File: src/hdl/rth_pkg.sv
// rth_pkg: shared types and constants for the RGB to HSI pixel converter.
// No dependencies.
`default_nettype none
package rth_pkg;

  localparam int XY_W   = 26;  // CORDIC vector width, covers the 1.65 gain
  localparam int Z_W    = 16;  // angle in turns * 65536
  localparam int SUM_W  = 10;  // R+G+B up to 765
  localparam int REM_W  = 18;  // 765*min up to 195075
  localparam int TAB_LEN = 24;

  localparam logic [Z_W-1:0] HALF_TURN = 16'd32768;
  localparam logic [9:0]     SAT_SCALE = 10'd765;
  localparam logic [7:0]     SAT_MAX   = 8'd255;
  localparam logic [14:0]    SQRT3_Q14 = 15'd28378;
  localparam logic [9:0]     THIRD_Q11 = 10'd683;  // round(2048/3)

  // One pixel as it moves down the cell row
  typedef struct packed {
    logic signed [XY_W-1:0] x;
    logic signed [XY_W-1:0] y;
    logic [Z_W-1:0]         z;
    logic                   hold;  // axis or gray: angle already final
    logic [REM_W-1:0]       rem;   // division remainder
    logic [SUM_W-1:0]       sum;
    logic [7:0]             quo;   // 765*min/sum, built msb first
    logic                   eof;
  } item_t;

  // atan(2^-i) in turns * 65536, rounded
  function automatic logic [Z_W-1:0] atan_tab(input int i);
    logic [Z_W-1:0] v;
    case (i)
      0:  v = 16'd8192;
      1:  v = 16'd4836;
      2:  v = 16'd2555;
      3:  v = 16'd1297;
      4:  v = 16'd651;
      5:  v = 16'd326;
      6:  v = 16'd163;
      7:  v = 16'd81;
      8:  v = 16'd41;
      9:  v = 16'd20;
      10: v = 16'd10;
      11: v = 16'd5;
      12: v = 16'd3;
      13: v = 16'd1;
      14: v = 16'd1;
      default: v = 16'd0;
    endcase
    return v;
  endfunction

endpackage
`default_nettype wire

File: src/hdl/rth_cell.sv
// rth_cell: one CORDIC micro-rotation, plus one quotient bit in the first eight cells.
// Depends on rth_pkg.
`default_nettype none
module rth_cell import rth_pkg::*; #(
  parameter int IDX = 0
) (
  input  wire logic  clk,
  input  wire logic  rst,
  input  wire logic  en,
  input  wire logic  valid_in,
  input  wire item_t item_in,
  output item_t      item,
  output logic       valid
);

  localparam logic [Z_W-1:0] ANG = atan_tab(IDX);
  // quotient bit handled here; only meaningful in the first eight cells
  localparam int QB = (IDX < 8) ? 7 - IDX : 0;

  logic signed [XY_W-1:0] sx;
  logic signed [XY_W-1:0] sy;
  logic [REM_W-1:0]       dvs;
  item_t                  item_next;

  always_comb begin
    item_next = item_in;
    sx = item_in.x >>> IDX;
    sy = item_in.y >>> IDX;
    dvs = '0;
    // rotate toward the x axis
    if (!item_in.hold) begin
      if (item_in.y > 0) begin
        item_next.x = item_in.x + sy;
        item_next.y = item_in.y - sx;
        item_next.z = item_in.z + ANG;
      end else begin
        item_next.x = item_in.x - sy;
        item_next.y = item_in.y + sx;
        item_next.z = item_in.z - ANG;
      end
    end
    // restoring division step, quotient bit 7-IDX
    if (IDX < 8) begin
      dvs = REM_W'(item_in.sum) << QB;
      if (item_in.rem >= dvs) begin
        item_next.rem = item_in.rem - dvs;
        item_next.quo[QB] = 1'b1;
      end
    end
  end

  always_ff @(posedge clk) begin
    if (rst) begin
      valid <= 1'b0;
    end else if (en) begin
      valid <= valid_in;
    end
  end

  always_ff @(posedge clk) begin
    if (en) begin
      item <= item_next;
    end
  end

endmodule
`default_nettype wire

File: config.mk
export PLATFORM = sky130hd
export DESIGN_NAME = rth_cell
export DESIGN_NICKNAME = d
export VERILOG_FILES = /design/src/hdl/rth_pkg.sv /design/src/hdl/rth_cell.sv
export SDC_FILE = /design/constraint.sdc
export NUM_CORES = 1
export LEC_CHECK = 0
export ABC_AREA = 1
export BUFFER_PORTS_ARGS = -buffer_cell sky130_fd_sc_hd__buf_2
export CORE_ASPECT_RATIO = 1.2
export CORE_UTILIZATION = 25
export CTS_BUF_LIST = sky130_fd_sc_hd__clkbuf_16
export DETAILED_ROUTE_END_ITERATION = 12
export PLACE_DENSITY_LB_ADDON = 0.08
export SLEW_MARGIN = 5
export SYNTH_ARGS = -nofsm -noshare
export SYNTH_HDL_FRONTEND = slang
export SYNTH_SLANG_ARGS = --single-unit
File: constraint.sdc
create_clock -name clk -period 2.7 [get_ports clk]
set_input_delay 0.405 -clock clk [delete_from_list [all_inputs] [get_ports clk]]
set_output_delay 0.405 -clock clk [all_outputs]
set_load 0.03 [all_outputs]
* After elaboration in Yosys (flattened, before gate mapping)
Cells that the tools add are included.
** Word-level totals
- Register bits after elaboration :: 107
- Bits of input ports :: 110
- Output and inout bits :: 107
- Logic and storage cells :: 21
** Operators by class
- Add/sub/neg operators :: 6
- Magnitude comparators :: 2
- Multiplexer cells :: 3
** Operators by type and width (count)
- two-way mux 68 bit :: 2
- subtractor 26 bit :: 2
- adder 26 bit :: 1
- greater-than comparator 26 x 1 -> 1 bit (second input constant) :: 1
- >= comparator 18 x 17 -> 1 bit :: 1
- two-way mux 18 bit :: 1
- subtractor 18 x 17 -> 18 bit :: 1
- adder 16 x 14 -> 16 bit (second input constant) :: 1
- subtractor 16 x 14 -> 16 bit (second input constant) :: 1

* Depth between registers and ports, before layout
Gate-level depths: netlist of run 1.
- Depth in word-level cells :: 3
- Gate-level depth with buffers :: 18
- Depth with buffers taken out :: 17

* Worst setup path before layout of run 1
No wires, ideal clock.
- Path kind :: input to register
- From :: input item_in[54] (netlist name)
- To :: register item[70] (netlist name) (data pin)
- Setup time :: 253 ps
- Arrival :: 1854 ps
- Data required time :: 2447 ps
- Setup slack :: 593 ps
- Stages on the path :: 12
- Path buffers :: 0
- Path through :: inv_1 ha_1 fa_1 o21ai_2 nand2_1 nand2_2 nand2_1 nand2_1 xor2_1 nand2_1 nand3_1 nand2_1
** RTL lines
- start: declaration :: line rth_cell.sv:11 : input wire item_t item_in,
- end signal: assignment :: line rth_cell.sv:62 : item <= item_next;
- end: declaration :: line rth_cell.sv:12 : output item_t item,

==> results of run 1 <==
==> cells in the final DEF, fill, tap and decap left out, types with 2 or more instances in the layout <==
cell and n:
a21o_1 3, a21oi_1 79, a21oi_2 7, a22oi_1 2, a31oi_1 2, and2_1 3, buf_12 10, buf_2 215
buf_4 172, clkbuf_16 9, edfxtp_1 106, fa_1 5, ha_1 94, inv_1 212, inv_2 15, nand2_1 465
nand2_2 15, nand2_4 11, nand3_1 124, nand3_2 3, nand4_1 33, nor2_1 73, nor2_2 18, nor2_4 13
nor3_1 4, nor4_1 4, o211ai_1 5, o21ai_0 71, o21ai_1 11, o21ai_2 3, o21bai_1 10, or2_2 3
xnor2_1 7, xor2_1 30
==> worst max-delay path, stage by stage <==
cell     delay (ns)
buf_2          0.13
inv_1          0.12
ha_1           0.59
inv_2          0.12
a21oi_2        0.26
nand2_1        0.13
nand2_1        0.09
nand2_1        0.11
a21oi_1        0.17
nand3_1        0.11
nand2_1        0.09
nand2_1        0.05
nand3_1        0.07
nand2_1        0.05
==> layer usage <==
metal | vias up | routed length (microns) | GRT usage, %
met5 | - | 0 | 0
met2 | 244 | 22200 | 37.7
met4 | 0 | 646 | 5.23
met1 | 5016 | 18700 | 23.7
met3 | 26 | 1700 | 3.02
li1 | 5521 | - | -
==> registers in the layout, summed over array words and instances (netlist names) <==
name,flops
valid,1
item,106
==> synthesized netlist by cell type (2+ instances only) <==
master	number
o21ai_0	71
nor2_2	18
a22oi_1	2
xor2_1	30
a21oi_2	7
and2_1	3
nor2_4	13
or2_2	3
nor3_1	4
a21oi_1	79
inv_1	212
o21ai_1	11
o21bai_1	10
o211ai_1	5
nand2_2	15
nor4_1	4
clkbuf_1	9
fa_1	5
nand3_2	3
ha_1	94
xnor2_1	7
clkinv_1	2
a31oi_1	2
nand3_1	124
buf_4	6
edfxtp_1	106
nand2_4	11
nor2_1	73
a21o_1	3
o21ai_2	3
nand2_1	465
nand4_1	33
buf_2	13
buf_6	17
inv_2	14
==> worst paths after layout <==
kind / slack (ns) / startpoint / endpoint / cells past startpoint
worst max-delay path: 0.35 / item_in[66] / item[79]$_DFFE_PP_ / 14
worst min-delay path: 0.16 / rst / valid$_SDFFE_PP0P_ / 2
worst max register to register: 2.12 / valid$_SDFFE_PP0P_ / valid$_SDFFE_PP0P_ / 2
worst min register to register: 0.51 / valid$_SDFFE_PP0P_ / valid$_SDFFE_PP0P_ / 2
==> logic make-up after synthesis <==
family / after synthesis / synth area share [%]
adder cells (fa/ha/maj): 99 / 12.1
AO/OA/AOI/OAI: 198 / 10.5
flip-flops: 107 / 30.3
multiplexers: 1 / 0.0945
AND/OR/NAND/NOR: 773 / 32.8
buffers and inverters: 273 / 11.3
XOR/XNOR: 37 / 3.06
==> where the power goes <==
group	switching (uW)	total [uW]	internal, uW	leakage, uW
registers	44.1	2080	2040	0.00104
logic	1770	2730	963	0.00594
clock network	769	1510	740	0.000151
total	2580	6320	3740	0.00714
==> cell type report <==
| class | count | area share, % |
|---|---|---|
| multi-input cells | 1108 | 44.8 |
| flip-flops and latches | 107 | 23.2 |
| repair buffers | 397 | 18.6 |
| inverters | 228 | 6.19 |
| well taps | 546 | 4.94 |
| clock buffers | 9 | 1.63 |
| clock inverters | 7 | 0.634 |
==> stage by stage <==
step	TNS (ns)	hold WS (ns)	std cells	setup WS (ns)	utilization (%)
after global routing	0	0.159	2402	0.154	33.1
after global placement	-0.167	0.470	2386	-0.128	32.3
after CTS	0	0.142	2402	0.386	33.1
after detailed placement	-0.147	0.489	2386	-0.0587	32.3
final	0	0.164	2402	0.351	33.1
after floorplan	0	0.477	1488	0.593	-
==> metrics.txt, run 1 <==
TritonCTS Buffers=9; Synth Register Bits=107; Worst Path Required=2.85 ns; placed inst area=roughly 0.014 sq mm; leakage=0.00714 uW; Final Hold Fails=0; number of remaining DRC errors=0; Synth top area share=a little under a third; Power Density=457 mW/mm^2; HPWL after DPL=36.8 mm; Data arrival, critical path=approximately 2.5 ns; critical path class=input port to flip-flop; Crit Path Max Fanout=8; Reg clk slew, reported paths=0.08 ns; asr flop ratio synth=0%; global route overflow=0; Sink Count=107; Syn Std Cell Area=about 0.011 sq mm; Die Wd=190 microns; vias per cell=~4.5; Slew Limit Fails=0; skew final=0 ns; FF/Latch Area=between 0.003 and 0.004 sq mm; vias in the first global route=10800; Detailed Route WL=about 43 mm; max cap viols=0; hold_buf cts=0; diode count=0; clock period minus worst slack=2.35 ns; RSZ-0062 raised after global routing=no; Pwr Total=between 6000 and 7000 uW; syn nets=1697; Die H=227 microns; Syn. warnings=0; share of post-route cells with drive strength above 1=27.2%; via total after detailed routing=about 11000; clk_lat worst skew=0.39 ns; final setup vio count=0; Worst-Margin Slew=around 0.65 ns; Slew HR=56.1%; maximum number of pins on one net before global-route repair=83; main area contributors after synthesis=edfxtp_1 30%, nand2_1 16%, ha_1 11%, inv_1 7.5%, nand3_1 5.9%; Top Ports=roughly 220; Seq/Total Area, Yosys=30.3%; drt pass-1 iters=4; post-route cell area=between 0.01 and 0.015 sq mm; Primary FF master, synth=edfxtp_1; count of unique library cells instantiated by Yosys=between 40 and 50; clk root buf=clkbuf_16; status=completed; fillers=between 4000 and 5000; post-CTS sizing=0; Syn Inst Count=1488; CTS Buffer Depth=2; Final period util=between 80 and 90%; initial antenna violation count=0; CTS tree=yes; gpl congestion=0.901; nets@finish=2060; global-route wire length before repair=about 64 mm; peak supply drop=335 uV; Critical Path Sink Type=flip-flop; row count=82; DR WL/cell=18.0 microns; critical path launch point type=input port; area of the multi-input gates=between 0.006 and 0.007 sq mm; Synth area leader=edfxtp_1; core area=0.0418 sq mm; Routed Antenna Nets=0; Achievable Freq=approximately 430 MHz; DRT iter0 DRCs=506; post-CTS setup buffers=0; Area Growth Syn to Fin=30.5%; die area=0.0432 sq mm; syn avg cell area=7.12 sq um; I/O Buffers=~220; Initial Utilization=25.4%; H-tree levels=3; Post-synth EDFFs=roughly 110; GRT Total Usage=20.2%; Worst Hold Class=input port to flip-flop
Power figures use the tool's default switching activity.
==> run 2: changes to the inputs <==
- CORE_UTILIZATION: 25 -> 57
- GPL_ROUTABILITY_DRIVEN: unset -> 0
==> metrics.txt, run 2 (synthesis gave the netlist of run 1 again) <==
Area Growth Syn to Fin=17.7%; DRT iter0 DRCs=864; nets@finish=1944; initial antenna violation count=0; clock period minus worst slack=2.40 ns; CTS tree=yes; status=completed; I/O Buffers=roughly 220; Final period util=about nine tenths; clk_lat worst skew=0.35 ns; peak supply drop=346 uV; worst path bufs/invs=2; max cap viols=0; most common library cell in the layout ignoring fill and taps=nand2_1; core area=0.0182 sq mm; Largest register FFs=roughly 110; Sink Count=107; row count=between 50 and 60; largest registers=item: 106 flops, valid: 1 flops; Slew HR=53.1%; Achievable Freq=416 MHz; RSZ-0062 raised after global routing=no; final setup vio count=0; critical path class=input port to flip-flop; number of remaining DRC errors=0; Final Hold Fails=0; post-CTS setup buffers=0; Worst-Margin Slew=between 0.7 and 0.8 ns; HPWL after DPL=26.9 mm; Data arrival, critical path=~2.5 ns; TritonCTS Buffers=9; Slew Limit Fails=0; hold_buf cts=0; Biggest register=item; drt pass-1 iters=5; post-CTS sizing=0; share of post-route cells with drive strength above 1=22.4%; vias in the first global route=10000; most frequent cells in the layout=465 x nand2_1, 215 x buf_2, 212 x inv_1; global route overflow=0; Critical Path Sink Type=flip-flop; post-route cell area=0.0125 sq mm; Initial Utilization=approximately three fifths; CP top delay family=simple AND/OR/NAND/NOR gates; placed inst area=0.0121 sq mm; Critical-path top delay cell=ha_1; Top Ports=217; Worst Path Required=roughly 2.8 ns; DR WL/cell=about 17 microns; leakage=0.00654 uW; die area=approximately 0.019 sq mm; Die H=151 microns; vias per cell=5.50; skew final=0 ns; clk root buf=clkbuf_16; H-tree levels=3; Crit Path Max Fanout=11; Reg clk slew, reported paths=0.08 ns; maximum number of pins on one net before global-route repair=50; global-route wire length before repair=50.2 mm; Routed Antenna Nets=0; GRT Total Usage=34.4%; Detailed Route WL=about 33 mm; CTS Buffer Depth=2; CP cell instances=buf_2 > inv_1 > ha_1 > nand2_1 > nor2_2 > nand2_1 > nor2_1 > nand2_1 > nand3_1 > nand2_1 > nand3_1 > nand2_1 > nand2_1 > nand2_1; critical path launch point type=input port; Worst Hold Class=input port to flip-flop; via total after detailed routing=10800; Setup TNS Final=0 ns; Most Frequent Cell on Critical Path=nand2_1; Power Density=477 mW/mm^2; Die Wd=126 microns; Critical Path Max Stage Delay=0.60 ns; diode count=0
-- run 2: power breakdown --
part	switching, uW	internal [uW]
Sequential	44.1	2040
Combinational	1630	783
Clock	698	749
Total	2380	3570
-- run 2: per-layer routing --
metal | share of wire (%) | up-vias | wire length (microns) | track usage, %
met4 | 6.9 | 0 | 2290 | 22.9
li1 | - | 5294 | - | -
met3 | 7.4 | 138 | 2450 | 5.62
met5 | 0 | - | 0 | 0
met1 | 38 | 4842 | 12700 | 38.4
met2 | 47 | 535 | 15600 | 60.6
-- run 2: cell type report --
class	count	area (sq um)
repair buffers	281	1610
clock buffers	9	225
well taps	224	280
clock inverters	7	93.8
fillers	1638	5710
multi-input cells	1108	6190
flip-flops and latches	107	3200
inverters	228	856
-- run 2: worst reg2reg max path: cells and delay by family, from the launching register on --
kind | cells | cell delay (ns)
AND/OR/NAND/NOR | 1 | 0.05
multiplexers | 1 | 0.12
flip-flops | 1 | 0.31
-- run 2: path summary, 6_finish.rpt --
kind / start / end / slack [ns] / cells after the start
setup / recovery: item_in[63] / item[104]$_DFFE_PP_ / 0.30 / 14
hold / removal: rst / valid$_SDFFE_PP0P_ / 0.20 / 2
setup reg to reg: valid$_SDFFE_PP0P_ / valid$_SDFFE_PP0P_ / 2.11 / 2
hold reg to reg: valid$_SDFFE_PP0P_ / valid$_SDFFE_PP0P_ / 0.50 / 2
-- run 2: through the flow --
stage                     worst slack [ns]  hold WS (ns)  utilization [%]  power [uW]  instances
final                                0.298         0.197             68.6        5950       1964
after global routing                 0.114         0.204             68.6        6250       1964
after CTS                            0.395         0.192             68.6        5940       1964
after detailed placement            0.0131         0.489             66.8        4490       1948
after global placement            0.000919         0.469             66.8        4460       1948
after floorplan                      0.593         0.477                -        3760       1488
