`src/hdl/rth_pkg.sv`:
```
// rth_pkg: shared types and constants for the RGB to HSI pixel converter.
// No dependencies.
`default_nettype none
package rth_pkg;

  localparam int XY_W   = 26;  // CORDIC vector width, covers the 1.65 gain
  localparam int Z_W    = 16;  // angle in turns * 65536
  localparam int SUM_W  = 10;  // R+G+B up to 765
  localparam int REM_W  = 18;  // 765*min up to 195075
  localparam int TAB_LEN = 24;

  localparam logic [Z_W-1:0] HALF_TURN = 16'd32768;
  localparam logic [9:0]     SAT_SCALE = 10'd765;
  localparam logic [7:0]     SAT_MAX   = 8'd255;
  localparam logic [14:0]    SQRT3_Q14 = 15'd28378;
  localparam logic [9:0]     THIRD_Q11 = 10'd683;  // round(2048/3)

  // One pixel as it moves down the cell row
  typedef struct packed {
    logic signed [XY_W-1:0] x;
    logic signed [XY_W-1:0] y;
    logic [Z_W-1:0]         z;
    logic                   hold;  // axis or gray: angle already final
    logic [REM_W-1:0]       rem;   // division remainder
    logic [SUM_W-1:0]       sum;
    logic [7:0]             quo;   // 765*min/sum, built msb first
    logic                   eof;
  } item_t;

  // atan(2^-i) in turns * 65536, rounded
  function automatic logic [Z_W-1:0] atan_tab(input int i);
    logic [Z_W-1:0] v;
    case (i)
      0:  v = 16'd8192;
      1:  v = 16'd4836;
      2:  v = 16'd2555;
      3:  v = 16'd1297;
      4:  v = 16'd651;
      5:  v = 16'd326;
      6:  v = 16'd163;
      7:  v = 16'd81;
      8:  v = 16'd41;
      9:  v = 16'd20;
      10: v = 16'd10;
      11: v = 16'd5;
      12: v = 16'd3;
      13: v = 16'd1;
      14: v = 16'd1;
      default: v = 16'd0;
    endcase
    return v;
  endfunction

endpackage
`default_nettype wire

```
`src/hdl/rth_prep.sv`:
```
// rth_prep: entry stage; forms the CORDIC start vector, sum and min.
// Depends on rth_pkg.
`default_nettype none
module rth_prep import rth_pkg::*; (
  input  wire logic       clk,
  input  wire logic       rst,
  input  wire logic       en,
  input  wire logic       valid_in,
  input  wire logic [7:0] red,
  input  wire logic [7:0] green,
  input  wire logic [7:0] blue,
  input  wire logic       end_of_frame,
  output item_t           item,
  output logic            valid
);

  logic signed [10:0]     dx;
  logic signed [8:0]      dy;
  logic signed [XY_W-1:0] x0;
  logic signed [XY_W-1:0] y0;
  logic [7:0]             mn;
  item_t                  item_next;

  // start vector: X = (2R-G-B)*2^14, Y = (G-B)*sqrt3 in Q14
  always_comb begin
    dx = $signed({2'b00, red, 1'b0}) - $signed({3'b000, green}) - $signed({3'b000, blue});
    dy = $signed({1'b0, green}) - $signed({1'b0, blue});
    x0 = XY_W'(dx) <<< 14;
    y0 = XY_W'(dy) * $signed({1'b0, SQRT3_Q14});
    mn = (red < green) ? red : green;
    if (blue < mn) mn = blue;

    item_next.sum  = SUM_W'(red) + SUM_W'(green) + SUM_W'(blue);
    item_next.rem  = REM_W'(mn) * REM_W'(SAT_SCALE);
    item_next.quo  = '0;
    item_next.eof  = end_of_frame;
    item_next.hold = (y0 == '0);
    item_next.x    = x0;
    item_next.y    = y0;
    item_next.z    = '0;
    // left half plane: turn by half a turn first
    if (x0 < 0) begin
      item_next.x = -x0;
      item_next.y = -y0;
      item_next.z = HALF_TURN;
    end
  end

  always_ff @(posedge clk) begin
    if (rst) begin
      valid <= 1'b0;
    end else if (en) begin
      valid <= valid_in;
    end
  end

  always_ff @(posedge clk) begin
    if (en) begin
      item <= item_next;
    end
  end

endmodule
`default_nettype wire

```
`config.mk`:
```
export PLATFORM = sky130hd
export DESIGN_NAME = rth_prep
export DESIGN_NICKNAME = d
export VERILOG_FILES = /design/src/hdl/rth_pkg.sv /design/src/hdl/rth_prep.sv
export SDC_FILE = /design/constraint.sdc
export NUM_CORES = 1
export LEC_CHECK = 0
export BUFFER_PORTS_ARGS = -buffer_cell sky130_fd_sc_hd__buf_2
export CORE_ASPECT_RATIO = 0.7
export CORE_MARGIN = 1
export CORE_UTILIZATION = 40
export DETAILED_ROUTE_END_ITERATION = 8
export GPL_ROUTABILITY_DRIVEN = 0
export GPL_TIMING_DRIVEN = 0
export PLACE_DENSITY_LB_ADDON = 0.1
export SLEW_MARGIN = 20
export SYNTH_ARGS = -nofsm -noshare
export SYNTH_HDL_FRONTEND = slang
export SYNTH_SLANG_ARGS = --single-unit
```
`constraint.sdc`:
```
create_clock -name clk -period 19.95 [get_ports clk]
set_input_delay 3.99 -clock clk [delete_from_list [all_inputs] [get_ports clk]]
set_output_delay 3.99 -clock clk [all_outputs]
set_load 0.02 [all_outputs]
```
Word-level counts from Yosys, hierarchy flattened

Index checks and enable logic that the tools add are counted.

Register bits: 99
Input bits: 29
Output and inout bits: 107

$add $sub $neg: 7
Multipliers: 2
$lt $le $gt $ge: 3
Multiplexer cells: 3
Reduce and logical (&&, ||, !) cells: 1

Operator list:

| operator              | count |
|---|---|
| $mux 68               | 1 |
| $neg 25->26           | 2 |
| $logic_not 26->1      | 1 |
| $lt 25x1->1 const B   | 1 |
| $mul 9x15->24 const B | 1 |
| $mul 8x10->18 const B | 1 |
| $lt 8x8->1            | 2 |
| $mux 8                | 2 |
| $sub 10x9->11         | 1 |
| $add 9x8->10          | 1 |
| $sub 9x8->10          | 1 |
| $add 8x8->9           | 1 |
| $sub 8x8->9           | 1 |

Depth between registers and ports, before layout

Gate-level depths: netlist (run 1).

Depth in word-level cells: 5
Mapped depth: 39
Mapped depth without buffers: 37

Least setup slack after synthesis (run 1)

Ideal clock, no wire load.

Path kind: input to register
Start: input port green[1]
End: register item[36] (netlist bit) (data pin)
Setup time: 0.258 ns
Arrival: 10.968 ns
Data required time: 19.692 ns
Path slack: 8.724 ns
Cell stages on the path: 35
Buffers on the path: 3
Path through: inv_1 > ha_1 > nor2b_1 > o211ai_1 > a21oi_1 > o21ai_0 > nand2b_1 > a21o_1 > clkbuf_1 > mux2_2 > inv_1 > ha_1 > a21oi_1 > nor2b_1 > o21ai_0 > nand2b_1 > a21o_1 > a31o_2 > clkbuf_1 > buf_1 > a21oi_1 > fa_1 > inv_1 > fa_1 > inv_1 > fa_1 > fa_1 > inv_1 > ha_1 > and3_1 > o311a_1 > o31ai_1 > o21bai_1 > a21oi_1 > xnor2_1

RTL lines:

| what                 | RTL line       | source |
|---|---|---|
| start, declared      | rth_prep.sv:10 | `input wire logic [7:0] green,` |
| end signal, assigned | rth_prep.sv:59 | `item <= item_next;` |
| end, declared        | rth_prep.sv:13 | `output item_t item,` |

==> run metrics, run 1 <==
status=finished clean; Critical Path Fanout Max=10; Inserted Clock Buffers=9; RSZ-0062 raised after global routing=no; Cell variety after synth=66; detailed placement HPWL=18.2 mm; final setup fails=0; Max-Cap Viols=0; Crit path arrival time=12.34 ns; row cnt=46; ANT nets after route=0; post-CTS sizing=0; Starting Density=40.7%; Worst Path Required=20.05 ns; DR pass1 iterations=4; ys async rst share=0%; ys flop type=edfxtp_1; Worst-Skew Late Latency=0.34 ns; Syn Inst Count=941; Final #Nets=1349; final worst slack=7.71 ns; post-DR vias/cell=4.75; Avg Cell Area, Syn=9.82 µm²; Slew Limit Fails=0; crit path time final=12.24 ns; Avg WL per Cell=15.1 µm; clock skew=0 ns; Placement Setup Slack=7.40 ns; CP max-delay cell=fa_1; Seq/Total Area, Yosys=22.0%; Layout area overhead=14.5%; Top cell by count, worst path=inv_1; Fmax=81.7 MHz; cell taking the most area after synthesis=edfxtp_1; largest cells by area after synthesis=edfxtp_1 (22%), ha_1 (20%), fa_1 (18%), inv_1 (7.4%), xnor2_1 (5.4%); crit-path leading delay family=compound AO/OA/AOI/OAI gates; critical path launch point type=primary input; number of global-route vias before repair=6045; Initial DRC Count=480; # DRC=0; worst-margin pin slew=0.988 ns; Buffers on Ports=97; H-tree Lvls=3; min-delay src=valid; largest net degree at the start of global routing=48; initial antenna violation count=1; DR vias=6681; Period Utilization, post-route=61.3%; CTS tree=done; Final Hold Viols=0; Synth Warn #=0; Buffers & Inverters on Critical Path=10; Yosys top cell area share=21.8%; CTS root buffer=clkbuf_16; worst r2r src=valid; Worst-path clk slew=0.06 ns; worst relative slew slack=33.4%; FILL cells=2256; CTS Hold Bufs=0; Die Area=23700 µm²; All-Layer GR Usage=18.5%; HP Class=reg -> reg; Core Footprint=22700 µm²; Area after DPL=10300 µm²; Worst setup EP type=register; grt total ovfl=0; cell area after synthesis=9240 µm²; first-pass GRT wire length=33.5 mm; Crit Path Class=in -> reg; Worst Setup SP=green[1]; Final Util=46.7%; post-route design area=10600 µm²; number of synthesized register bits=68; number of flops mapped to enable cells by yosys=67; CP peak stage delay=0.58 ns; layout cell share with drive strength beyond 1=16.4%; Die Width=184 µm; diode count=0; # IOs=136; CTS Buffer Depth=2; Die Ht=129 µm; setup tns final=0 ns; Post-CTS Setup Bufs=0; Clock Sinks=68; drt total wl=21.2 mm
-- synthesized netlist by cell type (all sizes together) (3+ instances only) --
cell	count
nand2b	9
nor2	48
xnor2	57
buf	44
o31ai	6
a211oi	7
a21oi	48
mux2i	3
o211ai	4
nor3	16
nor4	5
nand2	29
fa	83
edfxtp	67
o21a	11
ha	147
a21o	22
clkbuf	6
inv	182
nand4	4
nor2b	9
or3	6
nand3	7
mux2	6
a21boi	5
or2	8
and3	5
xor2	18
o21ai	32
o21bai	10
o311ai	3
a31oi	5
-- cells in the final DEF, fill, tap and decap left out, types with 7 or more instances in the layout --
master     Yosys  final
buf_4         39     40
xnor2_1       57     57
fa_1          83     83
a21o_1        21     21
nor3_1        16     16
edfxtp_1      67     67
nand2b_1       9      9
nand2_1       29     29
inv_1        182    182
xor2_1        18     18
o21ai_0       30     30
o21bai_1      10     10
conb_1         1     40
nor2_1        48     48
clkbuf_16      0      9
nor2b_1        8      8
ha_1         147    147
o21a_1        11     11
buf_2          3    100
a21oi_1       47     47
nand3_1        7      7
-- worst paths after layout --
check / depth (start not counted) / to / slack, ns
worst min-delay path: 2 / valid / 0.49
worst max register to register: 2 / valid / 19.38
worst min register to register: 2 / valid / 0.49
worst max-delay path: 40 / item[36] / 7.71
-- worst register-to-register path: cells and delay by family (launching register included) --
kind | cells | cell delay, ns
muxes | 1 | 0.12
and+or+nand+nor | 1 | 0.05
DFF | 1 | 0.31
-- sequential cells by signal, indices dropped and copies added (netlist names) --
signal / count
valid: 1
item: 67
-- kinds of logic after synthesis --
kind of cell	after synthesis	synth area share, %
xor gates and xnor gates	75	7.11
adders and majority gates	230	37.9
DFF	68	22.0
muxes	9	1.06
and+or+nand+nor	156	8.45
other	1	0.0406
AOI/OAI and AO/OA	170	12.3
buffers and inverters	232	11.1
-- stage by stage --
stage                     hold slack (ns)  std cells
after floorplan                     0.579        980
after detailed placement            0.492       1391
after global placement              0.480       1389
after CTS                           0.503       1407
final                               0.494       1407
after global routing                0.533       1407
-- layer usage --
metal | wire length (µm) | vias up | global-route usage, %
met2 | 7230 | 207 | 21.6
met1 | 12500 | 3062 | 32.8
met5 | 8 | - | 0
met4 | 129 | 2 | 3.38
met3 | 1370 | 11 | 3.06
li1 | - | 3399 | -
-- layout make-up --
cell class | count | area [µm²] | share of cell area, %
multi-input cells | 680 | 6330 | 59.8
flip-flops and latches | 68 | 2030 | 19.2
inverters | 182 | 683 | 6.46
repair buffers | 99 | 520 | 4.92
well taps | 312 | 390 | 3.69
plain buffers | 50 | 345 | 3.26
clock buffers | 9 | 225 | 2.13
clock inverters | 7 | 51.3 | 0.485
Power of run 1 is left out: the tool's default activity adds up to more than one toggle a clock period on the data nets, which glitch-free logic cannot reach.
==> run 2: changes to the inputs <==
==> constraint.sdc (replaced) <==
create_clock -name clk -period 10.7 [get_ports clk]
set_input_delay 2.14 -clock clk [delete_from_list [all_inputs] [get_ports clk]]
set_output_delay 2.14 -clock clk [all_outputs]
set_load 0.02 [all_outputs]
==> run 2 against run 1 <==
  * Design area about the same
  * Count of clock-buffer cells in the layout unchanged
  * Critical path depth decreased by 3
  * Register-to-register slack got worse by 9.2 ns
  * Non-clock buffer count decreased by 1
  * Cell count about the same
  * Worst setup slack got worse by 7.1 ns
  * Clock skew unchanged
  * Highest routed layer unchanged
  * Core utilization about the same
  * Sequential cell count unchanged
  * First-iteration DRC count increased by 1.3%
==> run metrics, run 2 (synthesized netlist as in run 1, its figures left out) <==
CP max-delay cell=fa_1; Crit Path Class=in -> reg; FILL cells=2250 (-0.27%); DR vias=6684 (+0.045%); Crit path arrival time=10.22 ns (-2.12 ns); Most flops, register=item; Die Area=23700 µm² (unchanged); clock skew=0 ns (unchanged); Inserted Clock Buffers=9 (unchanged); Slew Limit Fails=0 (unchanged); final setup fails=0 (unchanged); most common cell after layout, fill and taps aside=inv_1; post-DR vias/cell=4.75 (+0.12%); All-Layer GR Usage=18.5% (unchanged); Worst setup EP type=register; worst-margin pin slew=0.988 ns (-0.000000209 ns); layout cell share with drive strength beyond 1=16.8% (+0.38 points); drt total wl=21.3 mm (+0.26%); # IOs=136 (unchanged); Final #Nets=1348 (-0.074%); RSZ-0062 raised after global routing=no; Buffers on Ports=97 (unchanged); H-tree Lvls=3 (unchanged); Critical Path Fanout Max=10 (unchanged); # DRC=0 (unchanged); Clock Sinks=68 (unchanged); diode count=0 (unchanged); CTS root buffer=clkbuf_16; Post-CTS Setup Bufs=0 (unchanged); Die Ht=129 µm (unchanged); Final Util=46.7% (about the same); status=finished clean; HP Class=reg -> reg; Top cell by count, worst path=inv_1; detailed placement HPWL=18.2 mm (unchanged); Die Width=184 µm (unchanged); Period Utilization, post-route=94.6%; Initial DRC Count=486 (+1.3%); Area after DPL=10300 µm² (unchanged); max reg flops=67 (unchanged); Final Hold Viols=0 (unchanged); largest net degree at the start of global routing=48 (unchanged); worst relative slew slack=33.4% (unchanged); first-pass GRT wire length=33.5 mm (unchanged); CTS Hold Bufs=0 (unchanged); critical path launch point type=primary input; row cnt=46 (unchanged); crit path time final=10.13 ns; DR pass1 iterations=5 (+1); Worst-path clk slew=0.07 ns (about the same); post-route design area=10600 µm² (about the same); Starting Density=40.7% (unchanged); CP peak stage delay=0.59 ns (about the same); ANT nets after route=0 (unchanged); CTS tree=done; Core Footprint=22700 µm² (unchanged); grt total ovfl=0 (unchanged); Worst-Skew Late Latency=0.34 ns (about the same); Max-Cap Viols=0 (unchanged); initial antenna violation count=1 (unchanged); number of global-route vias before repair=6045 (unchanged); Avg WL per Cell=15.2 µm (+0.33%); CTS Buffer Depth=2 (unchanged); Worst Path Required=10.80 ns (-9.25 ns); Largest regs=item x67, valid x1; most frequent cells in the layout=inv_1 (182), ha_1 (147), buf_2 (100); Layout area overhead=14.6% (about the same); Fmax=98.7 MHz
run 2: repair_timing:
item / 4_1_cts / 5_1_grt
endpoints found under the hold margin: 0 / 0
endpoints found under the setup margin: 0 / 4
gates resized for setup: 0 / 4
run 2: through the flow:
| stage | setup TNS (ns) | setup WS (ns) | hold slack (ns) | instances |
|---|---|---|---|---|
| CTS | 0 | 0.330 | 0.503 | 1407 |
| floorplan | 0 | 1.32 | 0.579 | 980 |
| global route | 0 | 0.0201 | 0.533 | 1406 |
| global placement | -0.106 | -0.0816 | 0.480 | 1389 |
| detailed placement | -0.000356 | -0.000356 | 0.492 | 1391 |
| finish | 0 | 0.573 | 0.495 | 1406 |
run 2: final timing paths:
path / startpoint / to / slack (ns) / depth (start not counted)
setup / recovery: green[1] / item[35] / 0.57 / 37
hold / removal: valid / valid / 0.49 / 2
setup reg to reg: valid / valid / 10.13 / 2
hold reg to reg: valid / valid / 0.49 / 2
run 2: layout make-up:
cell class	instances	area (µm²)	share of cell area, %
buffer	49	342	3.23
inverter	182	683	6.45
timing repair buffer	99	520	4.92
clock buffer	9	225	2.13
clock inverter	7	51.3	0.484
multi-input combinational	680	6340	59.9
tap	312	390	3.69
sequential	68	2030	19.2
run 2: metal layers:
metal / up-vias / wire (µm) / track usage, % / share of wire, %
met5: - / 8 / 0 / 0.038
met1: 3081 / 12700 / 32.8 / 60
met2: 193 / 7230 / 21.6 / 34
met4: 2 / 133 / 3.38 / 0.62
li1: 3397 / - / - / -
met3: 11 / 1210 / 3.06 / 5.7
run 2: worst max-delay path, delay by kind of cell:
| family | cells | cell delay, ns |
|---|---|---|
| compound gates | 15 | 3.17 |
| xor+xnor | 1 | 0.16 |
| fa+ha+maj | 7 | 2.79 |
| buf+inv | 8 | 1.14 |
| mux | 1 | 0.29 |
| simple gates | 5 | 0.54 |
Power of run 2 is left out for the same reason.
==> run 3: changes to the inputs <==
--- a/config.mk
+++ b/config.mk
@@ -6,7 +6,6 @@
 export NUM_CORES = 1
 export LEC_CHECK = 0
 export BUFFER_PORTS_ARGS = -buffer_cell sky130_fd_sc_hd__buf_2
-export CORE_ASPECT_RATIO = 0.7
 export CORE_MARGIN = 1
 export CORE_UTILIZATION = 40
 export DETAILED_ROUTE_END_ITERATION = 8
==> run 3 against run 2 <==
  * Sequential share of layout area barely moved
  * Count of clock-buffer cells in the layout increased by 1
  * Wire length shrank 6.9%
  * Cell count down 1.9%
  * Fmax increased by 0.98%
  * Core utilization grew 0.14 points
  * First-iteration DRC count is 44% lower
  * Design area is 0.13% higher
  * Hold slack got worse by 0.0012 ns
  * Highest routed layer is now met4
==> run metrics, run 3 (synthesized netlist as in run 1, its figures left out) <==
Placement Setup Slack=0.227 ns (+0.227 ns); Slew Limit Fails=0 (unchanged); Crit path arrival time=10.13 ns (-0.09 ns); Inserted Clock Buffers=9 (unchanged); Period Utilization, post-route=93.7% (-0.92 points); number of global-route vias before repair=6444 (+6.6%); Crit Path Class=in -> reg; detailed placement HPWL=16.7 mm (-8.4%); # IOs=136 (unchanged); Max-Cap Viols=0 (unchanged); critical path launch point type=primary input; crit path time final=10.03 ns (-0.0985 ns); setup tns final=0 ns (unchanged); CP peak stage delay=0.60 ns (about the same); most frequent cells in the layout=inv_1 (182), ha_1 (147), buf_2 (100); Worst-Skew Late Latency=0.34 ns (about the same); All-Layer GR Usage=17.7% (-0.73 points); row cnt=55 (+20%); largest net degree at the start of global routing=42 (-13%); final setup fails=0 (unchanged); HP Class=reg -> reg; CP max-delay cell=fa_1; Worst Path Required=10.80 ns (about the same); DR pass1 iterations=5 (unchanged); Layout area overhead=14.8%; Starting Density=40.8% (+0.065 points); Worst setup EP type=register; status=finished clean; Final Hold Viols=0 (unchanged); Clock Sinks=68 (unchanged); Most flops, register=item; Buffers & Inverters on Critical Path=8 (unchanged); final worst slack=0.672 ns (+0.0985 ns); worst relative slew slack=40.7% (+7.3 points); Worst-path clk slew=0.06 ns (about the same); initial antenna violation count=1 (unchanged); Initial DRC Count=272 (-44%); Buffers on Ports=97 (unchanged); DR vias=6524 (-2.4%); layout cell share with drive strength beyond 1=16.5% (-0.37 points); Critical Path Fanout Max=10 (unchanged); FILL cells=2251 (+0.044%); RSZ-0062 raised after global routing=no; Die Width=154 µm (-16%); total area of sequential cells=2030 µm² (unchanged); multi-input logic area=6330 µm² (-0.16%); grt total ovfl=0 (unchanged); CTS Buffer Depth=2 (unchanged); CTS tree=done; CTS Hold Bufs=0 (unchanged); Largest regs=item x67, valid x1; first-pass GRT wire length=33.0 mm (-1.6%); Die Area=23700 µm² (about the same); crit-path leading delay family=compound AO/OA/AOI/OAI gates; worst-margin pin slew=0.887 ns (-0.102 ns); post-DR vias/cell=4.73 (-0.48%); diode count=0 (unchanged); Final #Nets=1348 (unchanged); Final Hold Slack=0.493 ns (-0.00121 ns); H-tree Lvls=3 (unchanged); # DRC=0 (unchanged); CTS root buffer=clkbuf_16; Post-CTS Setup Bufs=0 (unchanged); Top cell by count, worst path=inv_1; clock skew=0 ns (unchanged); Fmax=99.7 MHz (+0.98%); Core Footprint=22600 µm² (-0.16%); Avg WL per Cell=14.4 µm (-5.1%); Die Ht=154 µm (+19%); ANT nets after route=0 (unchanged); most common cell after layout, fill and taps aside=inv_1; drt total wl=19.8 mm (-6.9%); max reg flops=67 (unchanged); post-CTS sizing=0 (unchanged)
## run 3: through the flow
| step | instances | instance area, µm² | utilization, % |
|---|---|---|---|
| 2_1_floorplan | 980 | 9380 | - |
| 3_3_place_gp | 1362 | 10200 | 45.2 |
| 3_5_place_dp | 1364 | 10300 | 45.3 |
| 4_1_cts | 1380 | 10600 | 46.8 |
| 5_1_grt | 1379 | 10600 | 46.8 |
| 6_report | 1379 | 10600 | 46.8 |
## run 3: worst paths after layout
kind / startpoint / to / slack (ns) / cells past startpoint
setup / recovery: green[1] / item[36] / 0.67 / 37
hold / removal: valid / valid / 0.49 / 2
setup reg to reg: valid / valid / 10.13 / 2
hold reg to reg: valid / valid / 0.49 / 2
## run 3: layout make-up
type                    instances  share of cell area, %
multi-input cells             680                   59.7
flip-flops and latches         68                   19.2
inverters                     182                   6.44
repair buffers                 99                   4.84
well taps                     285                   3.36
plain buffers                  49                   3.22
clock buffers                  10                   2.16
clock inverters                 6                   1.06
## run 3: layer usage
layer  track usage [%]  wire (µm)
met2              26.0       8050
met4              3.71        193
met3              2.85        799
met1              27.2      10800
met5                 0          0
## run 3: worst register-to-register path, cell delays in order, from the launching register on
cell,delay (ns)
dfxtp_1,0.30
mux2i_1,0.12
nor2_1,0.05
Power of run 3 is left out for the same reason.
